<file path="config.mk">
export PLATFORM = sky130hd
export DESIGN_NAME = nearest_time_index_search
export DESIGN_NICKNAME = d
export VERILOG_FILES = /design/src/hw/rtl/ntis_pkg.sv /design/src/hw/rtl/nearest_time_index_search.sv
export SDC_FILE = /design/constraint.sdc
export NUM_CORES = 2
export LEC_CHECK = 0
export BUFFER_PORTS_ARGS = -buffer_cell sky130_fd_sc_hd__buf_2
export CAP_MARGIN = 20
export CORE_AREA = 4 4 408 410
export CTS_CLUSTER_DIAMETER = 200
export DETAILED_ROUTE_END_ITERATION = 8
export DIE_AREA = 0 0 412 414
export PLACE_DENSITY = 0.76
export SLEW_MARGIN = 25
export SYNTH_ARGS = -nofsm -noshare
export SYNTH_HDL_FRONTEND = slang
export SYNTH_SLANG_ARGS = --single-unit
</file>
<file path="constraint.sdc">
create_clock -name clk_i -period 20.3 [get_ports clk_i]
set_clock_uncertainty 0.15 [all_clocks]
set_input_delay 1.015 -clock clk_i [delete_from_list [all_inputs] [get_ports clk_i]]
set_output_delay 1.015 -clock clk_i [all_outputs]
set_load 0.02 [all_outputs]
</file>
<file path="src/hw/rtl/ntis_pkg.sv">
// ----------------------------------------------------------------------------
// Nearest time index search package
// Shared field widths, transaction codes and payload types of the block.
// ----------------------------------------------------------------------------
package ntis_pkg;

  localparam int unsigned IDX_W = 6;
  localparam int unsigned TIME_W = 32;

  localparam int unsigned TABLE_DEPTH_DEF = 64;
  localparam int unsigned TIME_WIDTH_DEF = 32;

  localparam logic KIND_LOAD = 1'b0;
  localparam logic KIND_QUERY = 1'b1;

  typedef struct packed {
    logic              kind;
    logic [IDX_W-1:0]  entry_index;
    logic [TIME_W-1:0] entry_time;
    logic [TIME_W-1:0] query_time;
  } in_t;

  typedef struct packed {
    logic [IDX_W-1:0] nearest_index;
    logic             table_unset;
  } out_t;

endpackage

</file>
<file path="src/hw/rtl/nearest_time_index_search.sv">
// ----------------------------------------------------------------------------
// Nearest time index search
// Keeps a table of time stamps in one synchronous memory and answers
// queries with the index of the nearest entry.
//
// Both channels are valid/ready. An input transaction with kind load writes
// one table entry; it produces no output transaction.
// A query is answered by one output transaction. The search runs one memory
// read per cycle: first entry, last entry, hint entry, entry after the hint,
// then for each binary search step the midpoint and possibly one neighbor.
// The single read port of the table memory sets the pace of the search, and
// a query on an empty table is answered without a table read. Input is
// accepted only while no query is being searched or waiting to be answered.
// A finished result waits in the output register; loads and the next query
// are accepted while it waits, and a later result waits until the receiver
// takes the earlier.
// Reset empties the table and clears the hint; the memory contents are not
// cleared, and entries are defined once written.
// ----------------------------------------------------------------------------
module nearest_time_index_search #(
  parameter int unsigned TABLE_DEPTH = ntis_pkg::TABLE_DEPTH_DEF,
  parameter int unsigned TIME_WIDTH = ntis_pkg::TIME_WIDTH_DEF
) (
  input  logic           clk_i,
  input  logic           rst_ni,
  input  logic           in_valid_i,
  output logic           in_ready_o,
  input  ntis_pkg::in_t  in_data_i,
  output logic           out_valid_o,
  input  logic           out_ready_i,
  output ntis_pkg::out_t out_data_o
);

  import ntis_pkg::*;

  localparam int unsigned AW = (TABLE_DEPTH > 1) ? $clog2(TABLE_DEPTH) : 1;
  localparam int unsigned CW = $clog2(TABLE_DEPTH + 1);
  localparam int unsigned SW = CW + 1;

  typedef enum logic [7:0] {
    S_IDLE  = 8'b00000001,
    S_FIRST = 8'b00000010,
    S_LAST  = 8'b00000100,
    S_HINT  = 8'b00001000,
    S_HINT1 = 8'b00010000,
    S_MID   = 8'b00100000,
    S_NBR   = 8'b01000000,
    S_RESP  = 8'b10000000
  } state_e;

  state_e                state_q, state_d;
  logic [TIME_WIDTH-1:0] t_q, t_d;
  logic [TIME_WIDTH-1:0] v_q, v_d;
  logic [CW-1:0]         lo_q, lo_d;
  logic [CW-1:0]         hi_q, hi_d;
  logic [AW-1:0]         mid_q, mid_d;
  logic                  dir_hi_q, dir_hi_d;
  logic [CW-1:0]         count_q, count_d;
  logic [AW-1:0]         hint_q, hint_d;
  logic [AW-1:0]         res_q, res_d;
  logic                  unset_q, unset_d;
  logic                  out_valid_q, out_valid_d;
  out_t                  out_data_q, out_data_d;

  logic [TIME_WIDTH-1:0] mem [TABLE_DEPTH];
  logic [TIME_WIDTH-1:0] rd_data_q;
  logic [AW-1:0]         rd_addr;
  logic                  wr_en;
  logic [AW-1:0]         wr_addr;
  logic [TIME_WIDTH-1:0] wr_data;

  logic                  in_fire;
  logic                  finish;
  logic [AW-1:0]         fin_idx;
  logic                  step;
  logic [CW-1:0]         lo_n, hi_n;
  logic [AW-1:0]         mid_n;
  logic [AW-1:0]         last_idx;
  logic [CW-1:0]         new_count;

  assign in_ready_o = (state_q == S_IDLE);
  assign in_fire = in_valid_i && in_ready_o;
  assign out_valid_o = out_valid_q;
  assign out_data_o = out_data_q;

  assign last_idx = AW'(count_q - CW'(1));
  assign new_count = CW'(in_data_i.entry_index) + CW'(1);

  assign wr_en = in_fire && (in_data_i.kind == KIND_LOAD)
                 && (32'(in_data_i.entry_index) < TABLE_DEPTH);
  assign wr_addr = AW'(in_data_i.entry_index);
  assign wr_data = TIME_WIDTH'(in_data_i.entry_time);

  always_ff @(posedge clk_i) begin
    if (wr_en) begin
      mem[wr_addr] <= wr_data;
    end
    rd_data_q <= mem[rd_addr];
  end

  always_comb begin
    state_d = state_q;
    t_d = t_q;
    v_d = v_q;
    lo_d = lo_q;
    hi_d = hi_q;
    mid_d = mid_q;
    dir_hi_d = dir_hi_q;
    count_d = count_q;
    hint_d = hint_q;
    res_d = res_q;
    unset_d = unset_q;
    rd_addr = mid_q;
    finish = 1'b0;
    fin_idx = '0;
    step = 1'b0;
    lo_n = lo_q;
    hi_n = hi_q;
    mid_n = mid_q;
    out_valid_d = out_valid_q && !out_ready_i;
    out_data_d = out_data_q;

    if (wr_en && (new_count > count_q)) begin
      count_d = new_count;
    end

    case (state_q)
      S_IDLE: begin
        if (in_fire && (in_data_i.kind == KIND_QUERY)) begin
          t_d = TIME_WIDTH'(in_data_i.query_time);
          if (count_q == '0) begin
            res_d = '0;
            unset_d = 1'b1;
            state_d = S_RESP;
          end else begin
            unset_d = 1'b0;
            rd_addr = '0;
            state_d = S_FIRST;
          end
        end
      end
      S_FIRST: begin
        if (t_q <= rd_data_q) begin
          finish = 1'b1;
          fin_idx = '0;
        end else begin
          rd_addr = last_idx;
          state_d = S_LAST;
        end
      end
      S_LAST: begin
        if (t_q >= rd_data_q) begin
          finish = 1'b1;
          fin_idx = last_idx;
        end else begin
          rd_addr = hint_q;
          state_d = S_HINT;
        end
      end
      S_HINT: begin
        if (t_q == rd_data_q) begin
          finish = 1'b1;
          fin_idx = hint_q;
        end else if ((CW'(hint_q) + CW'(1)) < count_q) begin
          rd_addr = AW'(hint_q + AW'(1));
          state_d = S_HINT1;
        end else begin
          step = 1'b1;
          lo_n = '0;
          hi_n = count_q;
        end
      end
      S_HINT1: begin
        if (t_q == rd_data_q) begin
          finish = 1'b1;
          fin_idx = AW'(hint_q + AW'(1));
        end else begin
          step = 1'b1;
          lo_n = '0;
          hi_n = count_q;
        end
      end
      S_MID: begin
        v_d = rd_data_q;
        if (t_q == rd_data_q) begin
          finish = 1'b1;
          fin_idx = mid_q;
        end else if (t_q < rd_data_q) begin
          if (mid_q != '0) begin
            rd_addr = AW'(mid_q - AW'(1));
            dir_hi_d = 1'b0;
            state_d = S_NBR;
          end else begin
            step = 1'b1;
            hi_n = CW'(mid_q);
          end
        end else begin
          if ((CW'(mid_q) + CW'(1)) < count_q) begin
            rd_addr = AW'(mid_q + AW'(1));
            dir_hi_d = 1'b1;
            state_d = S_NBR;
          end else begin
            step = 1'b1;
            lo_n = CW'(mid_q) + CW'(1);
          end
        end
      end
      S_NBR: begin
        if (!dir_hi_q) begin
          if (t_q > rd_data_q) begin
            finish = 1'b1;
            fin_idx = ((t_q - rd_data_q) >= (v_q - t_q)) ? mid_q : AW'(mid_q - AW'(1));
          end else begin
            step = 1'b1;
            hi_n = CW'(mid_q);
          end
        end else begin
          if (t_q < rd_data_q) begin
            finish = 1'b1;
            fin_idx = ((t_q - v_q) >= (rd_data_q - t_q)) ? AW'(mid_q + AW'(1)) : mid_q;
          end else begin
            step = 1'b1;
            lo_n = CW'(mid_q) + CW'(1);
          end
        end
      end
      S_RESP: begin
        if (!out_valid_q || out_ready_i) begin
          out_valid_d = 1'b1;
          out_data_d.nearest_index = IDX_W'(res_q);
          out_data_d.table_unset = unset_q;
          state_d = S_IDLE;
        end
      end
      default: begin
        state_d = S_IDLE;
      end
    endcase

    if (step) begin
      lo_d = lo_n;
      hi_d = hi_n;
      if (lo_n < hi_n) begin
        mid_n = AW'((SW'(lo_n) + SW'(hi_n)) >> 1);
        mid_d = mid_n;
        rd_addr = mid_n;
        state_d = S_MID;
      end else begin
        finish = 1'b1;
        fin_idx = mid_q;
      end
    end

    if (finish) begin
      res_d = fin_idx;
      hint_d = fin_idx;
      state_d = S_RESP;
    end
  end

  always_ff @(posedge clk_i or negedge rst_ni) begin
    if (!rst_ni) begin
      state_q <= S_IDLE;
      count_q <= '0;
      hint_q <= '0;
      out_valid_q <= 1'b0;
    end else begin
      state_q <= state_d;
      count_q <= count_d;
      hint_q <= hint_d;
      out_valid_q <= out_valid_d;
    end
  end

  always_ff @(posedge clk_i) begin
    t_q <= t_d;
    v_q <= v_d;
    lo_q <= lo_d;
    hi_q <= hi_d;
    mid_q <= mid_d;
    dir_hi_q <= dir_hi_d;
    res_q <= res_d;
    unset_q <= unset_d;
    out_data_q <= out_data_d;
  end

endmodule

</file>
# Yosys cells after proc, flatten, opt, wreduce, memory -nomap -nowiden
# Memory sizes are Yosys's and may differ from the RTL's. A register that Yosys moved wholly into a read port is not among the register bits.
# Cells that the tools add are included.
[op_classes]
bitwise = 2
n_eq_ne = 10
order_cmp = 10
shift = 0
muxes = 90
multipliers = 0
n_addsub = 12
div_mod_pow = 0
reduce_logical = 21
[ops]
columns = ["operator", "count"]
rows = [
  ["6-bit 2-to-1 mux", 27],
  ["32-bit subtractor", 4],
  ["7-bit 2-to-1 mux", 16],
  ["8-bit 2-to-1 mux", 14],
  ["32-bit >= comparator", 3],
  ["6-bit case mux with 5 select lines", 2],
  ["7-bit case mux with 4 select lines", 2],
  ["8-bit case mux with 7 select lines", 1],
  ["32-bit equality test", 1],
  ["32-bit greater-than comparator", 1],
  ["32-bit less-or-equal comparator", 1],
  ["32-bit < comparator", 1],
  ["1-bit 2-to-1 mux", 26],
  ["6-bit by 1-bit adder with 7-bit output (second input constant)", 3],
  ["7-bit < comparator", 3],
  ["6-bit by 1-bit adder with 6-bit output (second input constant)", 2],
  ["6-bit by 1-bit subtractor with 6-bit output (second input constant)", 2],
  ["8-bit by 1-bit equality test with 1-bit output (second input constant)", 1],
  ["8-bit by 2-bit equality test with 1-bit output (second input constant)", 1],
  ["8-bit by 3-bit equality test with 1-bit output (second input constant)", 1],
  ["8-bit by 4-bit equality test with 1-bit output (second input constant)", 1],
  ["8-bit by 5-bit equality test with 1-bit output (second input constant)", 1],
  ["8-bit by 6-bit equality test with 1-bit output (second input constant)", 1],
  ["8-bit by 7-bit equality test with 1-bit output (second input constant)", 1],
  ["17 further kinds", 29],
]
[totals]
wordCells = 160
reg_bits = 121
mem_bits_rw = 2048
out_inout_bits = 9
memories = 1
latchBits = 0
rom_bits = 0
[mem_list]
columns = ["memory", "depth", "width", "rd", "rd_ports_with_merged_regs", "wr", "line_no", "text"]
rows = [
  ["mem", 64, 32, 1, 1, 1, "nearest_time_index_search.sv:65", "logic [TIME_WIDTH-1:0] mem [TABLE_DEPTH];"],
]

# Depth between registers and ports, before layout
[depth]
depth_word = 11
mapped_depth = 35
mapped_depth_nobuf = 35

# Worst setup path before layout
# No wires, ideal clock.
[synth_path]
path_kind = "reg2reg"
startpoint = "register t_q[0]"
endpoint = "register rd_data_q[10], read port of mem"
arrival_time_ns = 6.405
synth_period_minus_slack_ns = 6.634
required_ns = 20.071
stages_incl_launch_ff = 27
path_slack_ns = 13.666
cell_sequence = "edfxtp_1 inv_1 ha_1 inv_1 fa_1 nand3_1 a21oi_1 or3_1 a211o_1 o21ai_2 a21oi_1 or3_1 clkbuf_1 a222oi_1 inv_1 ha_1 or3_1 or2_2 a31oi_2 nor3_2 nor2_4 buf_2 buf_1 mux2i_1 o22ai_1 or4_1 a211oi_2"
[synth_between]
elab_chain_cells = 7
elab_cells_between_ends = 37
[synth_lines]
columns = ["item", "line_no", "text"]
rows = [
  ["start: declaration", "nearest_time_index_search.sv:52", "logic [TIME_WIDTH-1:0] t_q, t_d;"],
  ["start signal: assignment", "nearest_time_index_search.sv:276", "t_q <= t_d;"],
  ["32-bit greater-than comparator or 32-bit < comparator (tied branches)", "nearest_time_index_search.sv:210, nearest_time_index_search.sv:188", ""],
  ["7-bit 2-to-1 mux (on tied branches)", "nearest_time_index_search.sv:210, nearest_time_index_search.sv:188", ""],
  ["7-bit 2-to-1 mux (on tied branches)", "nearest_time_index_search.sv:209, nearest_time_index_search.sv:185", ""],
  ["7-bit case mux with 4 select lines (*)", "nearest_time_index_search.sv:127", "case (state_q)"],
  ["via hi_n[3]", "nearest_time_index_search.sv:76", "logic [CW-1:0] lo_n, hi_n;"],
  ["7-bit adder or 7-bit < comparator (tied branches)", "nearest_time_index_search.sv:244, nearest_time_index_search.sv:243", ""],
  ["6-bit 2-to-1 mux (*)", "nearest_time_index_search.sv:243", "if (lo_n < hi_n) begin"],
  ["6-bit 2-to-1 mux (*)", "nearest_time_index_search.sv:240", "if (step) begin"],
  ["end: declaration", "nearest_time_index_search.sv:66", "logic [TIME_WIDTH-1:0] rd_data_q;"],
]
# Mark *: on every way through the listed nets, which the timed path passes. The rest lies on a longest branch.
# A chain may end at the register's enable or synchronous reset.

# Worst setup path after layout
# Ends and elaborated chain as after synthesis.

==> run_results.csv <==
group,metric,value,unit
timing,layout_setup_ws,9260,ps
placed_design,place_area,99900,µm²
clock_network,cts_buffers,210,
setup_path,critPathLaunchType,"register",
floorplan,die_w,412,µm
clock_network,clkSinkCount,2201,
logic_synthesis,ys.flop_type,"edfxtp_1",
setup_path,critPathKind,"reg -> reg",
logic_synthesis,syn_nets,6764,
timing,slew_headroom,26.2,%
drt,viasPerCell,6.67,
drt,first_iter_violations,7818,
pwr,leakagePower,37.6,nW
floorplan,fp.dieH,414,µm
placed_design,pre_cts_slack,9470,ps
timing,finalCritPeriodShare,54.4,%
layout,syn2layout_area_growth,9.81,%
clock_network,clock_latency,850,ps
drt,drt-total-wl,277000,µm
pwr,comb_power_share,34.2,%
pwr,p_seq_share,37.9,%
pwr,intPower,8.83,mW
setup_path,regToRegStartpoint,"t_q[0]$_DFFE_PP_",
hold_path,hold_start,"in_data_i[1]",
logic_synthesis,synth.avg_cell_area,15.0,µm²
pwr,p_per_area,127,nW/µm²
grt,grt_pass1_vias,57400,
logic_synthesis,synth_cell_types,107,
floorplan,design.core.area,162000,µm²
pwr,p_total,13.6,mW
timing,max_freq,0.0906,GHz
logic_synthesis,yosysTopAreaCellShare,66.4,%
setup_path,crit_start,"t_q[0]$_DFFE_PP_",
logic_synthesis,ys_ff_latch,2201,
placed_design,gp_congestion,0.924,
logic_synthesis,synthArstFlopShare,1.00,%
drt,vias,59200,
logic_synthesis,yosys-top-cells-area,"edfxtp_1 66%, mux2i_1 10%, ha_1 2.9%",
clock_network,tritoncts,"yes",
floorplan,die_area,171000,µm²
logic_synthesis,yosysTopAreaCell,"edfxtp_1",
pwr,ir_worst_vdd,0.000154,V
hold_path,hold_path_class,"in -> reg",
grt,gr-total-overflow,0,
drt,drtAntennaViolNets,0,
setup_path,worst_path_largest_cell_delay,930,ps
floorplan,rows,148,
grt,antenna_found_initial,11,
layout,drive_gt1_share,11.4,%
layout,nets,6816,
setup_path,cp.arrival,11540,ps
placed_design,port_buffers,83,
drt,drt-pass1-iter-count,6,
setup_path,cp-end-kind,"register",
layout,instances_no_fill,8870,
grt,grt_max_degree,152,
placed_design,dp.cells,8475,
floorplan,ios,84,
drt,drcViolationCount,0,
pwr,power_frac_clock,27.8,%
clock_network,cts_setup_buffers,0,
timing,slew_viol_final,0,
setup_path,cp_max_fo,58,
logic_synthesis,synth_edf_count,2147,
logic_synthesis,synth_cells,6462,
clock_network,ctsResizeCount,0,
clock_network,clk_path_buf_depth,3,
logic_synthesis,ys_warn_count,0,
outcome,status,"finished, final reports clean",
setup_path,rr_worst_depth,28,
timing,rsz0062_at_grt,"false",
logic_synthesis,syn_area,97100,µm²
setup_path,crit_required,20800,ps
setup_path,worst-r2r-setup-slack,9260,ps
setup_path,crit_path_end,"rd_data_q[10]$_DFF_P_",
setup_path,crit_top_cell,"buf_4",
grt,grt_use_total,32.0,%
timing,final.setup.tns,0,ps
placed_design,dpl.hpwl,160000,µm
clock_network,root_buffer,"clkbuf_16",
pwr,p_sw_share,34.9,%
pwr,switchingPower,4.73,mW
run,maxCapViolations,0,
clock_network,clk_pin_slew_worst_paths,70,ps
grt,grt_pass1_wl,397000,µm
timing,hold_viol_final,0,
timing,setup_viol,0,
layout,fillers,11200,
logic_synthesis,yosysSeqAreaShare,67.7,%
drt,wl_per_cell,31.3,µm
setup_path,timing.rr.end,"rd_data_q[10]$_DFF_P_",
timing,worstMarginPinSlew,1110,ps
layout,stdcell_area,107000,µm²
clock_network,htreeDepth,4,
floorplan,start_util,59.8,%
setup_path,cp_slowest_cell,"buf_4",
timing,fin_crit,11040,ps
[state kept, by name (all words and copies together), names as in the netlist, 8 cells and up]
signal and cells:
mem 2048, state_q 8, t_q 32, rd_data_q 32, v_q 32
[layout make-up]
cell class / instances / area [µm²] / share of cell area [%]
flip-flops and latches: 2201 / 65700 / 61.6
multi-input cells: 3616 / 29100 / 27.3
clock buffers: 259 / 5510 / 5.17
well taps: 2175 / 2720 / 2.55
repair buffers: 208 / 1500 / 1.41
clock inverters: 133 / 1050 / 0.988
inverters: 277 / 1040 / 0.976
diodes: 1 / 2.50 / 0.00235
[per-stage QoR]
stage,util (%),hold slack [ps]
2_1_floorplan,-,250
3_3_place_gp,61.5,251
3_5_place_dp,61.5,256
4_1_cts,65.6,131
5_1_grt,65.6,158
6_report,65.6,191
[cells by family after synthesis]
| logic type | Yosys count | share of synthesized area [%] |
|---|---|---|
| multiplexers | 1082 | 11.3 |
| AND/OR/NAND/NOR | 1009 | 5.25 |
| XOR/XNOR | 140 | 1.26 |
| buffers and inverters | 645 | 3.00 |
| AO/OA/AOI/OAI | 1158 | 8.58 |
| adder cells (fa/ha/maj) | 227 | 2.97 |
| flip-flops | 2201 | 67.7 |
[synthesized netlist by cell type, drive strengths merged, types with 13 or more instances]
cell and count:
nor2 174, o21bai 23, nand3 177, and4b 32, nand2b 32, dfxtp 32
o221ai 69, a21oi 159, a211oi 50, mux2i 983, buf 220, xnor2 88
edfxtp 2147, a32oi 34, a21o 75, o211ai 293, and3 23, clkbuf 148
o21ai 121, inv 276, mux2 99, xor2 52, o22ai 137, nor2b 39
nor3 43, a22oi 13, nand4 39, ha 222, dfrtp 21, or4 32
a221oi 21, a31oi 42, nand2 343, o21a 24
[worst min path at each step]
stage                                    endpoint  slack (ps)  cells past startpoint
after floorplan           out_data_o[0]$_DFFE_PP_         250                      0
after global placement    out_data_o[2]$_DFFE_PP_         250                      0
after detailed placement  out_data_o[4]$_DFFE_PP_         260                      0
after CTS                       t_q[24]$_DFFE_PP_         130                      1
after global routing            t_q[30]$_DFFE_PP_         160                      1
final                            t_q[1]$_DFFE_PP_         190                      1
[critical path: cells and delay by family (launching register included)]
kind / cells / cell delay, ps
buffers and inverters: 7 / 3160
AOI/OAI and AO/OA: 10 / 2990
and+or+nand+nor: 6 / 2520
adders and majority gates: 3 / 980
DFF: 1 / 430
muxes: 2 / 380
[power groups by stage]
stage	logic (mW)	clock network (mW)	registers (mW)
detailed placement	4.54	0	5.24
global route	4.90	3.99	5.15
global placement	4.47	0	5.23
floorplan	3.13	0	5.20
CTS	4.57	3.80	5.14
finish	4.64	3.78	5.15
[metal layers]
metal | track usage (%) | part of all wire (%) | vias to the layer above
met4 | 13.0 | 4.7 | 6
met1 | 43.3 | 37 | 29600
li1 | - | - | 25300
met2 | 49.6 | 46 | 3670
met5 | 0 | 0.017 | -
met3 | 8.69 | 12 | 661
[cell usage in the layout, fill, tap and decap left out, types with 19 or more instances in the layout]
master / count
edfxtp_1: 2147
a21oi_1: 158
clkbuf_16: 212
o211ai_1: 293
nor2_1: 100
o22ai_1: 136
nand3_1: 171
xor2_1: 52
clkbuf_1: 44
buf_4: 144
a32oi_1: 34
o21a_1: 24
inv_1: 273
a21o_1: 75
a31oi_1: 41
nor2b_1: 39
nor2_4: 71
dfxtp_1: 32
mux2i_1: 983
nor3_1: 38
xnor2_1: 88
a211oi_2: 32
nand2_1: 341
dfrtp_1: 21
a221oi_1: 19
mux2_2: 98
clkinv_1: 64
o221ai_1: 68
nand2b_1: 32
and3_1: 22
buf_2: 57
nand4_1: 37
or4_1: 32
o21ai_0: 113
clkinv_2: 34
ha_1: 222
o21bai_1: 22
and4b_1: 32
[timing repair]
| action | in CTS | in global routing |
|---|---|---|
| endpoints found under the setup margin | 0 | 0 |
| hold endpoints to repair | 17 | 0 |
| hold buffers | 1 | 0 |
Power figures use the tool's default switching activity.
